File: src/hdl/ncth_pkg.sv
// Shared types, codes and helpers of the 3x3 neighbor count threshold core.
// No dependencies; used by every module of the block except ncth_fifo.
`default_nettype none

package ncth_pkg;

   localparam int IMAGE_WIDTH_BITS  = 11;
   localparam int IMAGE_HEIGHT_BITS = 16;
   localparam int THRESHOLD_BITS    = 4;
   localparam int MARK_BITS         = 16;
   localparam int PIXEL_BITS        = 16;
   localparam int CSR_INDEX_BITS    = 2;
   localparam int CSR_DATA_BITS     = 16;
   localparam int COUNT_BITS        = 4;
   localparam int WINDOW_BITS       = 9;
   localparam int CMD_QUEUE_DEPTH   = 4;

   localparam logic [CSR_INDEX_BITS-1:0] CSR_IMAGE_WIDTH     = 2'd0;
   localparam logic [CSR_INDEX_BITS-1:0] CSR_IMAGE_HEIGHT    = 2'd1;
   localparam logic [CSR_INDEX_BITS-1:0] CSR_COUNT_THRESHOLD = 2'd2;
   localparam logic [CSR_INDEX_BITS-1:0] CSR_MARK_VALUE      = 2'd3;

   localparam logic [IMAGE_WIDTH_BITS-1:0]  RESET_IMAGE_WIDTH     = 11'd1024;
   localparam logic [IMAGE_HEIGHT_BITS-1:0] RESET_IMAGE_HEIGHT    = 16'd1024;
   localparam logic [THRESHOLD_BITS-1:0]    RESET_COUNT_THRESHOLD = 4'd3;
   localparam logic [MARK_BITS-1:0]         RESET_MARK_VALUE      = 16'd1000;

   localparam logic OP_PIXEL = 1'b0;
   localparam logic OP_DRAIN = 1'b1;

   localparam logic [1:0] EMIT_NONE      = 2'd0;
   localparam logic [1:0] EMIT_ROW_END   = 2'd1;
   localparam logic [1:0] EMIT_CENTER    = 2'd2;
   localparam logic [1:0] EMIT_FRAME_END = 2'd3;

   typedef struct packed {
      logic                         opcode;
      logic signed [PIXEL_BITS-1:0] pixel_value;
   } req_payload_type;

   typedef struct packed {
      logic [MARK_BITS-1:0] result_value;
      logic                 last_of_frame;
   } rsp_payload_type;

   typedef struct packed {
      logic [IMAGE_WIDTH_BITS-1:0]  image_width;
      logic [IMAGE_HEIGHT_BITS-1:0] image_height;
      logic [THRESHOLD_BITS-1:0]    count_threshold;
      logic [MARK_BITS-1:0]         mark_value;
   } cfg_type;

   typedef struct packed {
      logic       load;
      logic       top_valid;
      logic       bottom_from_pixel;
      logic       pixel_set;
      logic [1:0] emit;
   } cmd_ctrl_type;

   // Columns: bit 0 top row, bit 1 center row, bit 2 bottom row.
   function automatic logic [COUNT_BITS-1:0] count_set(input logic [2:0] left,
                                                       input logic [2:0] centre,
                                                       input logic [2:0] right);
      return COUNT_BITS'(left[0]) + COUNT_BITS'(left[1]) + COUNT_BITS'(left[2])
           + COUNT_BITS'(centre[0]) + COUNT_BITS'(centre[2])
           + COUNT_BITS'(right[0]) + COUNT_BITS'(right[1]) + COUNT_BITS'(right[2]);
   endfunction

endpackage

`default_nettype wire

File: src/hdl/ncth_front.sv
// Front end: accepts items, tracks column, row and drain position, issues commands.
// Depends on ncth_pkg.
`default_nettype none

module ncth_front #(
   parameter int MAX_WIDTH = 1024
) (
   input  wire logic                          clock,
   input  wire logic                          reset,
   input  wire ncth_pkg::cfg_type             cfg,
   input  wire logic                          req_valid,
   output logic                               req_ready,
   input  wire ncth_pkg::req_payload_type     req_payload,
   output logic                               cmd_valid,
   output ncth_pkg::cmd_ctrl_type             cmd_ctrl,
   output logic [$clog2(MAX_WIDTH)-1:0]       cmd_addr,
   input  wire logic                          cmd_ready
);

   localparam int CW     = $clog2(MAX_WIDTH);
   localparam int EW_MIN = $clog2(MAX_WIDTH + 1);
   localparam int EW     = (EW_MIN > ncth_pkg::IMAGE_WIDTH_BITS) ? EW_MIN
                                                               : ncth_pkg::IMAGE_WIDTH_BITS;
   localparam int HW     = ncth_pkg::IMAGE_HEIGHT_BITS;

   function automatic logic [HW-1:0] sat_inc(input logic [HW-1:0] v);
      return (v == '1) ? v : v + HW'(1);
   endfunction

   logic [CW-1:0] col_ff, col_in;
   logic [HW-1:0] row_ff, row_in;
   logic [EW-1:0] dpos_ff, dpos_in;

   logic [EW-1:0] width_cfg_ext;
   logic [EW-1:0] eff_width;
   logic [HW-1:0] eff_height;
   logic          accept;
   logic          wrap;
   logic [CW-1:0] col_start;
   logic [HW-1:0] row_start;
   logic [EW-1:0] col_next_ext;
   logic          pixel_set;

   assign width_cfg_ext = EW'(cfg.image_width);

   always_comb begin
      priority if (width_cfg_ext == '0) begin
         eff_width = EW'(1);
      end else if (width_cfg_ext > EW'(MAX_WIDTH)) begin
         eff_width = EW'(MAX_WIDTH);
      end else begin
         eff_width = width_cfg_ext;
      end
   end

   assign eff_height   = (cfg.image_height == '0) ? HW'(1) : cfg.image_height;
   assign req_ready    = cmd_ready;
   assign accept       = req_valid && req_ready;
   assign wrap         = (EW'(col_ff) >= eff_width);
   assign col_start    = wrap ? '0 : col_ff;
   assign row_start    = wrap ? sat_inc(row_ff) : row_ff;
   assign col_next_ext = EW'(col_start) + EW'(1);
   assign pixel_set    = !req_payload.pixel_value[ncth_pkg::PIXEL_BITS-1]
                         && (req_payload.pixel_value != '0);

   always_comb begin
      col_in    = col_ff;
      row_in    = row_ff;
      dpos_in   = dpos_ff;
      cmd_valid = 1'b0;
      cmd_ctrl  = '0;
      cmd_addr  = col_start;
      if (accept) begin
         if (req_payload.opcode == ncth_pkg::OP_PIXEL) begin
            col_in = col_start;
            row_in = row_start;
            if (row_start < eff_height) begin
               cmd_valid                  = 1'b1;
               cmd_ctrl.load              = 1'b1;
               cmd_ctrl.top_valid         = (row_start >= HW'(2));
               cmd_ctrl.bottom_from_pixel = 1'b1;
               cmd_ctrl.pixel_set         = pixel_set;
               priority if (col_start == '0 && row_start >= HW'(2)) begin
                  cmd_ctrl.emit = ncth_pkg::EMIT_ROW_END;
               end else if (col_start != '0 && row_start != '0) begin
                  cmd_ctrl.emit = ncth_pkg::EMIT_CENTER;
               end else begin
                  cmd_ctrl.emit = ncth_pkg::EMIT_NONE;
               end
               if (col_next_ext >= eff_width) begin
                  col_in = '0;
                  row_in = sat_inc(row_start);
               end else begin
                  col_in = col_next_ext[CW-1:0];
               end
            end
         end else if (row_ff >= eff_height) begin
            cmd_valid = 1'b1;
            if (dpos_ff < eff_width) begin
               cmd_ctrl.load              = 1'b1;
               cmd_ctrl.top_valid         = (eff_height >= HW'(2));
               cmd_ctrl.bottom_from_pixel = 1'b0;
               cmd_ctrl.pixel_set         = 1'b0;
               priority if (dpos_ff == '0 && eff_height >= HW'(2)) begin
                  cmd_ctrl.emit = ncth_pkg::EMIT_ROW_END;
               end else if (dpos_ff != '0) begin
                  cmd_ctrl.emit = ncth_pkg::EMIT_CENTER;
               end else begin
                  cmd_ctrl.emit = ncth_pkg::EMIT_NONE;
               end
               cmd_addr = dpos_ff[CW-1:0];
               dpos_in  = dpos_ff + EW'(1);
            end else begin
               cmd_ctrl.emit = ncth_pkg::EMIT_FRAME_END;
               col_in        = '0;
               row_in        = '0;
               dpos_in       = '0;
            end
         end
      end
   end

   always_ff @(posedge clock) begin
      if (reset) begin
         col_ff  <= '0;
         row_ff  <= '0;
         dpos_ff <= '0;
      end else begin
         col_ff  <= col_in;
         row_ff  <= row_in;
         dpos_ff <= dpos_in;
      end
   end

endmodule

`default_nettype wire

File: src/hdl/ncth_fifo.sv
// Short command queue between the front end and the back end.
// Depends on nothing; widths come from its parameters.
`default_nettype none

module ncth_fifo #(
   parameter int WIDTH = 8,
   parameter int DEPTH = 4
) (
   input  wire logic             clock,
   input  wire logic             reset,
   input  wire logic             push,
   input  wire logic [WIDTH-1:0] push_data,
   output logic                  full,
   input  wire logic             pop,
   output logic                  head_valid,
   output logic [WIDTH-1:0]      head_data
);

   localparam int PW   = $clog2(DEPTH);
   localparam int CNTW = $clog2(DEPTH + 1);

   logic [WIDTH-1:0] slot_ff [DEPTH];
   logic [PW-1:0]    wr_ptr_ff, wr_ptr_in;
   logic [PW-1:0]    rd_ptr_ff, rd_ptr_in;
   logic [CNTW-1:0]  count_ff, count_in;

   assign full       = (count_ff == CNTW'(DEPTH));
   assign head_valid = (count_ff != '0);
   assign head_data  = slot_ff[rd_ptr_ff];

   always_comb begin
      wr_ptr_in = wr_ptr_ff;
      rd_ptr_in = rd_ptr_ff;
      if (push) begin
         wr_ptr_in = (wr_ptr_ff == PW'(DEPTH - 1)) ? '0 : wr_ptr_ff + PW'(1);
      end
      if (pop) begin
         rd_ptr_in = (rd_ptr_ff == PW'(DEPTH - 1)) ? '0 : rd_ptr_ff + PW'(1);
      end
      unique case ({push, pop})
         2'b10:   count_in = count_ff + CNTW'(1);
         2'b01:   count_in = count_ff - CNTW'(1);
         default: count_in = count_ff;
      endcase
   end

   always_ff @(posedge clock) begin
      if (reset) begin
         wr_ptr_ff <= '0;
         rd_ptr_ff <= '0;
         count_ff  <= '0;
      end else begin
         wr_ptr_ff <= wr_ptr_in;
         rd_ptr_ff <= rd_ptr_in;
         count_ff  <= count_in;
      end
   end

   always_ff @(posedge clock) begin
      if (push) begin
         slot_ff[wr_ptr_ff] <= push_data;
      end
   end

endmodule

`default_nettype wire

File: src/hdl/ncth_back.sv
// Back end: line buffers, 3x3 window, neighbor count and the result register.
// Depends on ncth_pkg.
`default_nettype none

module ncth_back #(
   parameter int MAX_WIDTH = 1024
) (
   input  wire logic                                      clock,
   input  wire logic                                      reset,
   input  wire logic [ncth_pkg::THRESHOLD_BITS-1:0]       count_threshold,
   input  wire logic [ncth_pkg::MARK_BITS-1:0]            mark_value,
   input  wire logic                                      cmd_valid,
   input  wire ncth_pkg::cmd_ctrl_type                    cmd_ctrl,
   input  wire logic [$clog2(MAX_WIDTH)-1:0]              cmd_addr,
   output logic                                           cmd_pop,
   output logic                                           rsp_valid,
   input  wire logic                                      rsp_ready,
   output ncth_pkg::rsp_payload_type                      rsp_payload
);

   localparam int CW = $clog2(MAX_WIDTH);
   localparam int WB = ncth_pkg::WINDOW_BITS;

   logic                      upper_mem  [MAX_WIDTH];
   logic                      middle_mem [MAX_WIDTH];

   logic                      e_valid_ff;
   ncth_pkg::cmd_ctrl_type    e_ctrl_ff;
   logic [CW-1:0]             e_addr_ff;
   logic                      rd_upper_ff;
   logic                      rd_middle_ff;
   logic                      byp_ff;
   logic                      byp_upper_ff;
   logic                      byp_middle_ff;
   logic [WB-1:0]             window_ff;
   logic                      rsp_valid_ff;
   ncth_pkg::rsp_payload_type rsp_payload_ff;

   logic                               e_has_result;
   logic                               out_free;
   logic                               e_fire;
   logic                               mid;
   logic                               upper_val;
   logic                               top;
   logic                               bottom;
   logic [2:0]                         col_new;
   logic [WB-1:0]                      win_new;
   logic [ncth_pkg::COUNT_BITS-1:0]    count_edge;
   logic [ncth_pkg::COUNT_BITS-1:0]    count_center;
   logic [ncth_pkg::COUNT_BITS-1:0]    count_sel;
   ncth_pkg::rsp_payload_type          result;

   assign e_has_result = (e_ctrl_ff.emit != ncth_pkg::EMIT_NONE);
   assign out_free     = !rsp_valid_ff || rsp_ready;
   assign e_fire       = e_valid_ff && (!e_has_result || out_free);
   assign cmd_pop      = cmd_valid && (!e_valid_ff || e_fire);

   assign mid       = byp_ff ? byp_middle_ff : rd_middle_ff;
   assign upper_val = byp_ff ? byp_upper_ff : rd_upper_ff;
   assign top       = e_ctrl_ff.top_valid ? upper_val : mid;
   assign bottom    = e_ctrl_ff.bottom_from_pixel ? e_ctrl_ff.pixel_set : mid;
   assign col_new   = {bottom, mid, top};
   assign win_new   = (e_addr_ff == '0) ? {3{col_new}} : {col_new, window_ff[WB-1:3]};

   assign count_edge   = ncth_pkg::count_set(window_ff[5:3], window_ff[8:6], window_ff[8:6]);
   assign count_center = ncth_pkg::count_set(win_new[2:0], win_new[5:3], win_new[8:6]);

   always_comb begin
      unique case (e_ctrl_ff.emit)
         ncth_pkg::EMIT_NONE:      count_sel = count_edge;
         ncth_pkg::EMIT_ROW_END:   count_sel = count_edge;
         ncth_pkg::EMIT_CENTER:    count_sel = count_center;
         ncth_pkg::EMIT_FRAME_END: count_sel = count_edge;
      endcase
      result.result_value  = (ncth_pkg::COUNT_BITS'(count_sel) > count_threshold)
                             ? mark_value : '0;
      result.last_of_frame = (e_ctrl_ff.emit == ncth_pkg::EMIT_FRAME_END);
   end

   always_ff @(posedge clock) begin
      if (reset) begin
         e_valid_ff   <= 1'b0;
         window_ff    <= '0;
         rsp_valid_ff <= 1'b0;
      end else begin
         if (cmd_pop) begin
            e_valid_ff <= 1'b1;
         end else if (e_fire) begin
            e_valid_ff <= 1'b0;
         end
         if (e_fire) begin
            if (e_ctrl_ff.emit == ncth_pkg::EMIT_FRAME_END) begin
               window_ff <= '0;
            end else if (e_ctrl_ff.load) begin
               window_ff <= win_new;
            end
         end
         if (e_fire && e_has_result) begin
            rsp_valid_ff <= 1'b1;
         end else if (rsp_ready) begin
            rsp_valid_ff <= 1'b0;
         end
      end
   end

   always_ff @(posedge clock) begin
      if (cmd_pop) begin
         e_ctrl_ff     <= cmd_ctrl;
         e_addr_ff     <= cmd_addr;
         byp_ff        <= e_fire && e_ctrl_ff.load && (e_addr_ff == cmd_addr);
         byp_upper_ff  <= mid;
         byp_middle_ff <= bottom;
      end
      if (e_fire && e_has_result) begin
         rsp_payload_ff <= result;
      end
   end

   always_ff @(posedge clock) begin
      if (cmd_pop) begin
         rd_upper_ff  <= upper_mem[cmd_addr];
         rd_middle_ff <= middle_mem[cmd_addr];
      end
      if (e_fire && e_ctrl_ff.load) begin
         upper_mem[e_addr_ff]  <= mid;
         middle_mem[e_addr_ff] <= bottom;
      end
   end

   assign rsp_valid   = rsp_valid_ff;
   assign rsp_payload = rsp_payload_ff;

endmodule

`default_nettype wire

File: src/hdl/neighbor_count_threshold_3x3_core.sv
// Top level of the 3x3 neighbor count threshold core: settings registers, front end,
// command queue and back end. Depends on ncth_pkg, ncth_front, ncth_fifo, ncth_back.
//
// Pixels enter on the req_ channel in raster order (opcode pixel); after the last
// pixel of a frame, width + 1 drain items (opcode drain) flush the remaining results,
// the last one flagged with last_of_frame. Each item yields at most one result on the
// rsp_ channel; pixel results lag the stream by one row plus one pixel.
// Throughput is one item per clock while the receiver keeps rsp_ready high. An
// accepted item passes the command queue, the execute register (loaded with the
// registered line buffer read feeding the window) and the result register. When
// rsp_ready stays low the result register holds, the back end stops, the four-entry
// command queue fills, and req_ready drops once it is full. Settings are written
// through csr_ with a single-cycle write, by the user only while the block is idle;
// the block does not enforce this. Reset restores the default settings, empties the
// queue and clears the counters and the window; the line buffers are not cleared and
// need no clearing pass, since the first rows of a frame overwrite them before use.
`default_nettype none

module neighbor_count_threshold_3x3_core #(
   parameter int MAX_WIDTH = 1024
) (
   input  wire logic                                  clock,
   input  wire logic                                  reset,
   input  wire logic                                  req_valid,
   output logic                                       req_ready,
   input  wire ncth_pkg::req_payload_type             req_payload,
   output logic                                       rsp_valid,
   input  wire logic                                  rsp_ready,
   output ncth_pkg::rsp_payload_type                  rsp_payload,
   input  wire logic                                  csr_write_en,
   input  wire logic [ncth_pkg::CSR_INDEX_BITS-1:0]   csr_index,
   input  wire logic [ncth_pkg::CSR_DATA_BITS-1:0]    csr_wdata
);

   localparam int CW = $clog2(MAX_WIDTH);
   localparam int QW = $bits(ncth_pkg::cmd_ctrl_type) + CW;

   ncth_pkg::cfg_type      cfg_ff;

   logic                   cmd_valid;
   ncth_pkg::cmd_ctrl_type cmd_ctrl;
   logic [CW-1:0]          cmd_addr;
   logic                   q_full;
   logic                   q_valid;
   logic [QW-1:0]          q_head;
   logic                   q_pop;
   ncth_pkg::cmd_ctrl_type q_ctrl;
   logic [CW-1:0]          q_addr;

   always_ff @(posedge clock) begin
      if (reset) begin
         cfg_ff.image_width     <= ncth_pkg::RESET_IMAGE_WIDTH;
         cfg_ff.image_height    <= ncth_pkg::RESET_IMAGE_HEIGHT;
         cfg_ff.count_threshold <= ncth_pkg::RESET_COUNT_THRESHOLD;
         cfg_ff.mark_value      <= ncth_pkg::RESET_MARK_VALUE;
      end else if (csr_write_en) begin
         unique case (csr_index)
            ncth_pkg::CSR_IMAGE_WIDTH:
               cfg_ff.image_width <= csr_wdata[ncth_pkg::IMAGE_WIDTH_BITS-1:0];
            ncth_pkg::CSR_IMAGE_HEIGHT:
               cfg_ff.image_height <= csr_wdata[ncth_pkg::IMAGE_HEIGHT_BITS-1:0];
            ncth_pkg::CSR_COUNT_THRESHOLD:
               cfg_ff.count_threshold <= csr_wdata[ncth_pkg::THRESHOLD_BITS-1:0];
            ncth_pkg::CSR_MARK_VALUE:
               cfg_ff.mark_value <= csr_wdata[ncth_pkg::MARK_BITS-1:0];
         endcase
      end
   end

   ncth_front #(
      .MAX_WIDTH (MAX_WIDTH)
   ) u_front (
      .clock       (clock),
      .reset       (reset),
      .cfg         (cfg_ff),
      .req_valid   (req_valid),
      .req_ready   (req_ready),
      .req_payload (req_payload),
      .cmd_valid   (cmd_valid),
      .cmd_ctrl    (cmd_ctrl),
      .cmd_addr    (cmd_addr),
      .cmd_ready   (!q_full)
   );

   ncth_fifo #(
      .WIDTH (QW),
      .DEPTH (ncth_pkg::CMD_QUEUE_DEPTH)
   ) u_queue (
      .clock      (clock),
      .reset      (reset),
      .push       (cmd_valid),
      .push_data  ({cmd_ctrl, cmd_addr}),
      .full       (q_full),
      .pop        (q_pop),
      .head_valid (q_valid),
      .head_data  (q_head)
   );

   assign q_ctrl = ncth_pkg::cmd_ctrl_type'(q_head[QW-1:CW]);
   assign q_addr = q_head[CW-1:0];

   ncth_back #(
      .MAX_WIDTH (MAX_WIDTH)
   ) u_back (
      .clock           (clock),
      .reset           (reset),
      .count_threshold (cfg_ff.count_threshold),
      .mark_value      (cfg_ff.mark_value),
      .cmd_valid       (q_valid),
      .cmd_ctrl        (q_ctrl),
      .cmd_addr        (q_addr),
      .cmd_pop         (q_pop),
      .rsp_valid       (rsp_valid),
      .rsp_ready       (rsp_ready),
      .rsp_payload     (rsp_payload)
   );

endmodule

`default_nettype wire

File: config.mk
export PLATFORM = sky130hd
export DESIGN_NAME = neighbor_count_threshold_3x3_core
export DESIGN_NICKNAME = d
export VERILOG_FILES = /design/src/hdl/ncth_pkg.sv /design/src/hdl/ncth_front.sv /design/src/hdl/ncth_fifo.sv /design/src/hdl/ncth_back.sv /design/src/hdl/neighbor_count_threshold_3x3_core.sv
export SDC_FILE = /design/constraint.sdc
export NUM_CORES = 2
export LEC_CHECK = 0
export BUFFER_PORTS_ARGS = -buffer_cell sky130_fd_sc_hd__buf_2
export CAP_MARGIN = 25
export CORE_MARGIN = 2
export CORE_UTILIZATION = 50
export CTS_CLUSTER_SIZE = 8
export DETAILED_ROUTE_END_ITERATION = 7
export PLACE_DENSITY = 0.65
export SLEW_MARGIN = 20
export SYNTH_ARGS = -nofsm -noshare
export SYNTH_HDL_FRONTEND = slang
export SYNTH_SLANG_ARGS = --single-unit
File: constraint.sdc
create_clock -name clock -period 54.6 [get_ports clock]
set_input_delay 8.19 -clock clock [delete_from_list [all_inputs] [get_ports clock]]
set_output_delay 8.19 -clock clock [all_outputs]
set_load 0.02 [all_outputs]
==> flow_metrics.py <==
metrics = {
    "yosys": {
        "ys_types": 97,
        "yosysWarnings": 0,
        "syn-cell-area_um2": 96300,
        "synth_mux_area_share_pct": 7.87,
        "postSynthAreaPerCell_um2": 13.6,
        "ys_seq_area_share_pct": 69.1,
        "postSynth.topFlopCell": "edfxtp_1",
        "synth_top_family_by_area": "simple AND/OR/NAND/NOR gates",
        "synth_compound_area_share_pct": 5.49,
        "synthAdderAreaFrac_pct": 1.25,
        "yosys.area_share.simple_pct": 12.5,
        "ys_ff_latch": 2251,
        "synth_edf_count": 2150,
        "synthArstFlopShare_pct": 0,
        "synth_xor_area_share_pct": 0.455,
        "syn_inst": 7085,
        "synth_nets": 7217,
    },
    "timing": {
        "maxClockFrequency_mhz": 95.0,
        "max_slew_margin_pct": 8.61,
        "setup_viol": 0,
        "finalMaxSlewViolations": 0,
        "min_period_ns": 10.53,
        "rsz0062_at_grt": "no",
        "layout_setup_ws_ns": 44.07,
        "fin_tns_setup_ns": 0,
        "worst_pin_slew_ns": 1.37,
        "final.setup_skew_ns": 0.0545,
        "fin_crit_sh_pct": 19.3,
        "holdWs_ns": 0.448,
        "final_hold_viol_count": 0,
    },
    "clock_network": {
        "post_cts_resized": 0,
        "numCtsBuffers": 332,
        "postCtsHoldBufs": 0,
        "clock_tree.root_cell": "clkbuf_16",
        "htreeDepth": 5,
        "cts.clk_slew.worst_paths_ns": 0.05,
        "clkSinkCount": 2251,
        "cts_setup_buffers": 0,
        "clock_path_buffers": 4,
        "cts_tree": "done",
        "insertion_delay_ns": 0.93,
    },
    "critical_path": {
        "worst_r2r_path_depth": 14,
        "critical_path_class": "in2reg",
        "worstPathCellList": "buf_2, nor2b_1, o21ai_0, nand4_1, nor3_1, nand2_2, buf_4, nor2_1",
        "crit_fanout": 19,
        "rrSetupSlack_ns": 47.16,
        "cp.arrival_ns": 11.11,
        "slowest_delay_ns": 0.67,
        "path_delay_family": "simple AND/OR/NAND/NOR gates",
        "worst-endpoint-required_ns": 55.18,
        "cp.buffers_inverters": 2,
        "worstSetupStartpointType": "input pin",
        "crit_path_top_delay_cell": "nor3_1",
        "rr_endpoint": "u_back.rd_middle_ff",
        "end_kind": "flip-flop",
    },
    "worst_hold_path": {
        "min_to": "cfg_ff[0]",
        "holdPathStages": 2,
        "hp-start": "cfg_ff[0]",
        "hp-class": "reg2reg",
    },
    "power": {
        "switching_power_uw": 2060,
        "p_sw_share_pct": 34.9,
        "leakagePower_uw": 0.0349,
        "power_density_nw_per_um2": 55.1,
        "pwr-share-clk_pct": 30.0,
        "vdd_drop_max_mv": 0.0700,
        "intPower_uw": 3850,
        "power_frac_comb_pct": 30.7,
        "power_uw": 5910,
        "power_frac_seq_pct": 39.3,
    },
    "detailed_routing": {
        "dr.pass1.iters": 8,
        "vias_per_cell": 6.42,
        "post-route-drc-count": 0,
        "routedWlPerCell_um": 29.2,
        "ant_nets": 0,
        "via_count": 62202,
        "drt_iter0_markers": 9172,
        "finalWirelength_um": 284000,
    },
    "layout": {
        "drive_above_1_share_pct": 12.8,
        "syn_to_final_growth_pct": 11.4,
        "nets": 7239,
        "final_cells": 9694,
    },
    "die": {
        "initial_core_util_pct": 50.2,
        "rows": 161,
        "core_area_um2": 192000,
        "die_h_um": 443,
        "ioPinCount": 59,
        "dieArea_um2": 196000,
        "die_w_um": 443,
    },
    "global_routing": {
        "grt_use_total_pct": 28.4,
        "grt-ovfl-total": 0,
        "grt_pass1_vias": 60990,
        "grt_start_max_net_pins": 268,
        "antenna_found_initial": 5,
        "grt_pass1_wl_um": 409000,
    },
    "flow_run": {
        "drv_cap": 0,
    },
    "place": {
        "place_inst": 9292,
        "pre_cts_slack_ns": 43.06,
        "dp_hpwl_um": 164000,
        "place.gp.congestion": 0.880,
        "port_buffers": 58,
    },
    "status": {
        "outcome": "completed",
    },
}
[sequential cells by signal (all words and copies together) (netlist names), 2 cells and up, named ones only]
name / flops
cfg_ff: 47
u_back.e_addr_ff: 10
u_back.e_ctrl_ff: 6
u_back.middle_mem: 1024
u_back.rsp_payload: 17
u_back.upper_mem: 1024
u_back.window_ff: 6
u_front.col_ff: 10
u_front.dpos_ff: 11
u_front.row_ff: 16
u_queue.count_ff: 3
u_queue.rd_ptr_ff: 2
u_queue.slot_ff: 64
u_queue.wr_ptr_ff: 2
[how the worst max path moves through the flow]
stage             startpoint                endpoint  slack, ns  cells after the start
2_1_floorplan  u_back.byp_ff    u_back.byp_middle_ff      32.16                      3
6_report           rsp_ready  u_back.middle_mem[453]      44.07                      8
4_1_cts            rsp_ready  u_back.middle_mem[576]      44.04                      9
3_5_place_dp       rsp_ready  u_back.middle_mem[576]      43.06                      9
5_1_grt            rsp_ready   u_back.upper_mem[421]      43.99                      8
3_3_place_gp       rsp_ready  u_back.middle_mem[805]      43.19                      8
[worst min-delay path, cell delays in order, from the launching register on]
cell and delay (ns):
dfxtp_1 0.30, nand2_1 0.05, a21oi_1 0.05
[per-stage QoR]
step           utilization, %  instance area (um^2)
6_report                 55.9                107000
5_1_grt                  55.9                107000
4_1_cts                  55.8                107000
3_5_place_dp             51.3                 98500
3_3_place_gp             51.2                 98300
2_1_floorplan               -                 96300
[kinds of logic after synthesis]
group	Yosys count
xor gates and xnor gates	50
buffers and inverters	602
muxes	451
adders and majority gates	92
and+or+nand+nor	2878
DFF	2251
AOI/OAI and AO/OA	761
[layout by cell type, fill, tap and decap left out, types with 144 or more instances in the layout]
cell type	n
edfxtp_1	2150
nor2_1	1149
nand2_1	1109
clkbuf_16	337
mux4_2	241
mux2i_1	194
a21oi_1	190
nand3_1	170
buf_4	151
and3_1	144
[cell type report]
type	count	area (um^2)
fill	15335	84600
sequential	2251	66600
multi-input combinational	4232	26900
clock buffer	379	8600
tap	2526	3160
timing repair buffer	224	1720
inverter	66	294
clock inverter	10	92.6
antenna	6	15.0
[power groups by stage]
stage,Sequential [uW],Clock [uW],Combinational [uW]
2_1_floorplan,2600,0,1080
3_3_place_gp,2360,0,1750
3_5_place_dp,2350,0,1770
4_1_cts,2320,1790,1780
5_1_grt,2320,1860,1900
6_report,2320,1780,1810
[routing by layer]
metal  vias up  global-route usage (%)  wire length, um
met5         -                       0               34
met4         6                    11.9            12100
met3       678                    6.45            31500
met2      3842                    44.1           131000
met1     31413                    38.7           109000
li1      26263                       -                -
[synth_stat cells (20+ instances only)]
master	n	area, um^2
nor4_1	38	238
ha_1	85	1060
nand3_1	170	851
dfxtp_1	101	2020
nor2_1	1158	4350
buf_2	108	541
buf_6	32	360
o21ai_0	84	420
and3_1	144	901
nand2b_1	20	125
a32oi_1	27	236
and2_1	31	194
mux4_2	241	5430
a31oi_1	80	500
inv_1	65	244
edfxtp_1	2150	64600
clkbuf_1	288	1080
buf_4	52	390
a21oi_1	190	951
xnor2_1	34	298
o221ai_1	47	412
o22ai_1	35	219
a311oi_1	95	832
buf_1	33	124
mux2i_1	194	1940
nand4_1	43	269
a22oi_1	31	233
nand2_1	1155	4340
nor3_1	42	210
Note: power is estimated with default switching activity, not from simulation.
